**config.mk**
```make
export PLATFORM = sky130hd
export DESIGN_NAME = r2fft_bfly
export DESIGN_NICKNAME = d
export VERILOG_FILES = /design/src/sv/r2fft_pkg.sv /design/src/sv/r2fft_bfly.sv
export SDC_FILE = /design/constraint.sdc
export NUM_CORES = 2
export LEC_CHECK = 0
export BUFFER_PORTS_ARGS = -buffer_cell sky130_fd_sc_hd__buf_2
export CAP_MARGIN = 20
export CORE_MARGIN = 4
export CORE_UTILIZATION = 41
export DETAILED_ROUTE_END_ITERATION = 7
export HOLD_SLACK_MARGIN = 0.05
export PLACE_DENSITY = 0.54
export SYNTH_ARGS = -nofsm -noshare
export SYNTH_HDL_FRONTEND = slang
export SYNTH_SLANG_ARGS = --single-unit
```
**constraint.sdc**
```tcl
create_clock -name clk -period 24.5 [get_ports clk]
set_clock_uncertainty 0.2 [all_clocks]
set_input_delay 3.675 -clock clk [delete_from_list [all_inputs] [get_ports clk]]
set_output_delay 3.675 -clock clk [all_outputs]
set_load 0.01 [all_outputs]
```
**src/sv/r2fft_pkg.sv**
```systemverilog
// package: widths, types, twiddle table builder and helper functions
`timescale 1ns / 1ps
package r2fft_pkg;

  localparam int LOG_MAX = 6;
  localparam int PTS     = 1 << LOG_MAX;
  localparam int SMP_W   = 16;
  localparam int DAT_W   = 23;
  localparam int TW_W    = 19;
  localparam int TW_N    = PTS / 2;
  localparam int TW_AW   = LOG_MAX - 1;
  localparam int PROD_W  = DAT_W + TW_W;
  localparam int ACC_W   = PROD_W + 1;
  localparam int TW_FRAC = 17;
  localparam int PR_W    = ACC_W - TW_FRAC;
  localparam int SUM_W   = PR_W + 1;
  localparam int CNT_W   = LOG_MAX + 1;
  localparam int LB_W    = 3;

  // register indexes of the configuration port
  localparam logic CFG_LOG2_SIZE = 1'b0;
  localparam logic CFG_INV_MODE  = 1'b1;

  typedef logic signed [DAT_W-1:0] dat_t;
  typedef logic signed [TW_W-1:0]  tw_t;
  typedef tw_t tw_tab_t [TW_N];

  // control of the shared butterfly unit
  typedef struct packed {
    logic       en;
    logic [1:0] step;
  } bfly_ctrl_t;

  // saturate a butterfly sum to the stored width
  function automatic dat_t sat_dat(input logic signed [SUM_W-1:0] v);
    logic signed [SUM_W-1:0] hi;
    logic signed [SUM_W-1:0] lo;
    hi = SUM_W'((64'sd1 <<< (DAT_W - 1)) - 64'sd1);
    lo = -hi - SUM_W'(1);
    if (v > hi) return dat_t'(hi);
    if (v < lo) return dat_t'(lo);
    return dat_t'(v);
  endfunction

  // reverse the low nb bits of i
  function automatic logic [LOG_MAX-1:0] bit_rev(input logic [LOG_MAX-1:0] i,
                                                input logic [LB_W-1:0] nb);
    logic [LOG_MAX-1:0] r;
    for (int b = 0; b < LOG_MAX; b++) r[b] = i[LOG_MAX-1-b];
    return r >> (LB_W'(LOG_MAX) - nb);
  endfunction

  // q31 series value to 17 fractional bits
  function automatic tw_t q31_to_q17(input longint v);
    longint t;
    t = (v < 0) ? 64'sd0 : v;
    return tw_t'((t + 64'sd8192) >>> 14);
  endfunction

  // floor quotient of the series terms, shift and subtract
  function automatic longint unsigned udiv(input longint unsigned num,
                                           input longint unsigned den);
    longint unsigned q;
    longint unsigned r;
    q = '0;
    r = '0;
    for (int b = 63; b >= 0; b--) begin
      r = {r[62:0], num[b]};
      if (r >= den) begin
        r = r - den;
        q[b] = 1'b1;
      end
    end
    return q;
  endfunction

  // cos or sin of angle index j over a full turn of PTS points
  function automatic tw_tab_t build_tab(input bit want_sin);
    tw_tab_t tab;
    longint unsigned x, tc, ts, m;
    longint sc, ss;
    bit mirror;
    for (int j = 0; j < TW_N; j++) begin
      mirror = (4 * j) > PTS;
      m  = mirror ? longint'(TW_N - j) : longint'(j);
      x  = ((64'hC90FDAA2216 * 4 * m) + (64'd1 << (LOG_MAX + 11))) >> (LOG_MAX + 12);
      sc = 64'sd1 <<< 31;
      ss = longint'(x);
      tc = 64'd1 << 31;
      ts = x;
      for (int n = 1; n <= 10; n++) begin
        tc = udiv((((tc * x) >> 31) * x) >> 31, longint'((2 * n - 1) * (2 * n)));
        ts = udiv((((ts * x) >> 31) * x) >> 31, longint'((2 * n) * (2 * n + 1)));
        if (n[0]) begin
          sc = sc - longint'(tc);
          ss = ss - longint'(ts);
        end else begin
          sc = sc + longint'(tc);
          ss = ss + longint'(ts);
        end
      end
      if (want_sin) tab[j] = q31_to_q17(ss);
      else tab[j] = mirror ? -q31_to_q17(sc) : q31_to_q17(sc);
    end
    return tab;
  endfunction

endpackage

```
**src/sv/r2fft_bfly.sv**
```systemverilog
// shared butterfly: one multiplier, four multiply-accumulate steps per butterfly
`timescale 1ns / 1ps
module r2fft_bfly
  import r2fft_pkg::*;
(
  input  logic       clk,
  input  bfly_ctrl_t ctrl,
  input  dat_t       ev_re,
  input  dat_t       ev_im,
  input  dat_t       odd_re,
  input  dat_t       odd_im,
  input  tw_t        tw_re,
  input  tw_t        tw_im,
  output dat_t       sum_re,
  output dat_t       sum_im,
  output dat_t       dif_re,
  output dat_t       dif_im
);

  logic signed [ACC_W-1:0]  acc_re_r;
  logic signed [ACC_W-1:0]  acc_im_r;
  dat_t                     op_a;
  tw_t                      op_b;
  logic signed [PROD_W-1:0] prod;
  logic signed [ACC_W-1:0]  rnd_re;
  logic signed [ACC_W-1:0]  rnd_im;
  logic signed [PR_W-1:0]   pr_re;
  logic signed [PR_W-1:0]   pr_im;

  // operand select: re*wr, im*wi, re*wi, im*wr
  assign op_a = ctrl.step[0] ? odd_im : odd_re;
  assign op_b = (ctrl.step == 2'd0 || ctrl.step == 2'd3) ? tw_re : tw_im;
  assign prod = op_a * op_b;

  // accumulate real and imaginary products
  always_ff @(posedge clk) begin
    if (ctrl.en) begin
      case (ctrl.step)
        2'd0: acc_re_r <= ACC_W'(prod);
        2'd1: acc_re_r <= acc_re_r - ACC_W'(prod);
        2'd2: acc_im_r <= ACC_W'(prod);
        2'd3: acc_im_r <= acc_im_r + ACC_W'(prod);
        default: acc_re_r <= acc_re_r;
      endcase
    end
  end

  // round half up, then add and subtract with saturation
  assign rnd_re = acc_re_r + (ACC_W'(1) <<< (TW_FRAC - 1));
  assign rnd_im = acc_im_r + (ACC_W'(1) <<< (TW_FRAC - 1));
  assign pr_re  = PR_W'(rnd_re >>> TW_FRAC);
  assign pr_im  = PR_W'(rnd_im >>> TW_FRAC);

  assign sum_re = sat_dat(SUM_W'(ev_re) + SUM_W'(pr_re));
  assign sum_im = sat_dat(SUM_W'(ev_im) + SUM_W'(pr_im));
  assign dif_re = sat_dat(SUM_W'(ev_re) - SUM_W'(pr_re));
  assign dif_im = sat_dat(SUM_W'(ev_im) - SUM_W'(pr_im));

endmodule
```
==> reports/qor.csv <==
metric,value,unit
setup_viol,0,
startpoint,ctrl[0],
status,finished clean,
die_h,281,um
reg2reg_to,acc_im_r[42]$_DFFE_PP_,
fp.coreArea,73300,sq um
grt_use_total,23.6,%
min_path_cells,3,
stdcell_count,4779,
grt_first_pass_wirelength,146,mm
path_class,primary input to flip-flop,
critPathArrivalTime,15.72,ns
overflow,0,
synthMostInstantiatedCell,inv_1,
synth_fp_nets,4548,
grt_max_degree,82,
async_flop_share,0,%
rr_startpoint,acc_im_r[0]$_DFFE_PP_,
clk_pin_slew,0.07,ns
fin_crit_sh,64.6,%
portBuffers,225,
htreeDepth,3,
die_x,281,um
min_period,15.82,ns
slew_viol_final,0,
synth_top_cell_area_share,29.1,%
cap_violations,0,
reg2reg_slack,19.55,ns
synth_ff_type,edfxtp_1,
ant_nets,0,
totalWireLength,93.4,mm
place_congestion,0.957,
antenna_found_initial,1,
min_path_type,flip-flop to flip-flop,
max_freq,63.2,MHz
cp-end-kind,flip-flop,
layout-drive-gt1-share,10.5,%
synth.avg_cell_area,8.33,sq um
crit_top_cell,fa_1,
rsz0062_at_grt,no,
cts_resized,0,
crit_required,24.40,ns
cts_buffer_depth,2,
syn_inst,3661,
hp-start,acc_im_r[0]$_DFFE_PP_,
num_io_pins,226,
synth_edf_count,86,
hold_end,acc_im_r[0]$_DFFE_PP_,
clock_latency,0.37,ns
dp_hpwl,79.2,mm
diodes,0,
start_kind,primary input,
drt_iter0_markers,1598,
tns,0,ns
start_util,41.6,%
dieArea,78800,sq um
cts_tree,built,
dp.cells,4763,
yosysWarnings,0,
synth_largest_area_cell,fa_1,
worst_pin_slew,1.16,ns
area_growth,8.14,%
max_stage_delay,1.00,ns
cts_setup_buffers,0,
crit_fanout,49,
fp-row-count,99,
vias,25503,
root_buffer,clkbuf_16,
drc_errors,0,
netlist_top_cells_count,"607 x inv_1, 443 x fa_1, 389 x nand2_1, 347 x nor2_1, 310 x ha_1",
slowest_stage,ha_2,
syn_area,30500,sq um
timing.final.hold_violations,0,
synth_seq_area_share,8.47,%
cts-buffers-inserted,9,
yosysUniqueCellTypes,98,
ys_ff_latch,86,
slew_headroom,20.8,%
nFillCells,7504,
finalNetCount,4703,
viasPerCell,5.34,
synth.top_cells.by_area,"fa_1 29%, ha_1 13%, edfxtp_1 8.5%, inv_1 7.5%, nand2_1 4.8%",
hold_buffers,0,
rr_worst_depth,16,
grt_pass1_vias,25413,
cts_sinks,86,
post_drt_wl_per_cell,19.6,um
dr.pass1.iters,7,
==> area by class of cell <==
cell class | count | area, sq um | share of cell area, %
multi-input cells | 2840 | 25200 | 76.4
flip-flops and latches | 86 | 2580 | 7.83
inverters | 611 | 2300 | 6.96
repair buffers | 268 | 1450 | 4.39
well taps | 959 | 1200 | 3.64
clock buffers | 9 | 225 | 0.683
clock inverters | 6 | 40.0 | 0.121
==> registers in the layout, indices dropped and copies added (netlist names) <==
signal / flops
acc_im_r: 43
acc_re_r: 43
==> worst max-delay path by stage <==
| stage | end | slack [ns] | cells after the start |
|---|---|---|---|
| floorplan | acc_re_r[42]$_DFFE_PP_ | 9.38 | 50 |
| global placement | acc_re_r[40]$_DFFE_PP_ | 8.49 | 44 |
| detailed placement | acc_re_r[40]$_DFFE_PP_ | 8.29 | 44 |
| finish | acc_re_r[40]$_DFFE_PP_ | 8.68 | 44 |
| CTS | acc_re_r[40]$_DFFE_PP_ | 8.68 | 44 |
| global route | acc_re_r[40]$_DFFE_PP_ | 7.94 | 44 |
==> cells by family (layout without fill, tap and decap cells) <==
kind of cell             Yosys count  after routing  synth area share [%]
flip-flops                        86             86                  8.47
AND/OR/NAND/NOR                 1014           1014                  14.8
multiplexers                      87             87                  3.02
XOR/XNOR                         254            254                  7.56
buffers and inverters            735            894                  9.13
adder cells (fa/ha/maj)          760            760                  42.0
AO/OA/AOI/OAI                    725            725                  15.0
==> metrics by stage <==
stage	hold slack (ns)	util (%)	instance area, sq um	worst slack (ns)
global route	0.508	45.0	33000	7.94
global placement	0.438	44.6	32700	8.49
floorplan	0.424	-	30500	9.38
finish	0.471	45.0	33000	8.68
detailed placement	0.451	44.6	32700	8.29
CTS	0.469	45.0	33000	8.68
==> worst max-delay path: cells and delay by family <==
kind                     cells  cell delay (ns)
multiplexers                 1             0.97
AO/OA/AOI/OAI               14             2.41
XOR/XNOR                     2             0.49
buffers and inverters        6             1.05
AND/OR/NAND/NOR             10             1.46
adder cells (fa/ha/maj)     11             5.57
==> per-layer routing <==
layer / part of all wire [%] / up-vias / global-route usage [%]
met5: 0 / - / 0
met4: 2.2 / 0 / 5.15
met3: 5.8 / 103 / 2.96
met2: 46 / 735 / 39.7
met1: 46 / 12412 / 32.9
li1: - / 12253 / -
==> cell usage in the layout, fill, tap and decap left out, drive strengths merged, types with 41 or more instances in the layout <==
| cell | count |
|---|---|
| a21oi | 206 |
| a21o | 63 |
| o21bai | 49 |
| xnor2 | 168 |
| edfxtp | 86 |
| ha | 310 |
| nand3 | 45 |
| nand2 | 389 |
| nor2 | 348 |
| mux2i | 46 |
| and3 | 41 |
| fa | 443 |
| buf | 268 |
| mux2 | 41 |
| nor3 | 50 |
| inv | 611 |
| o21ai | 224 |
| xor2 | 84 |
Power is left out: the tool's default activity adds up to more than one toggle a clock period on the data nets, which glitch-free logic cannot reach.
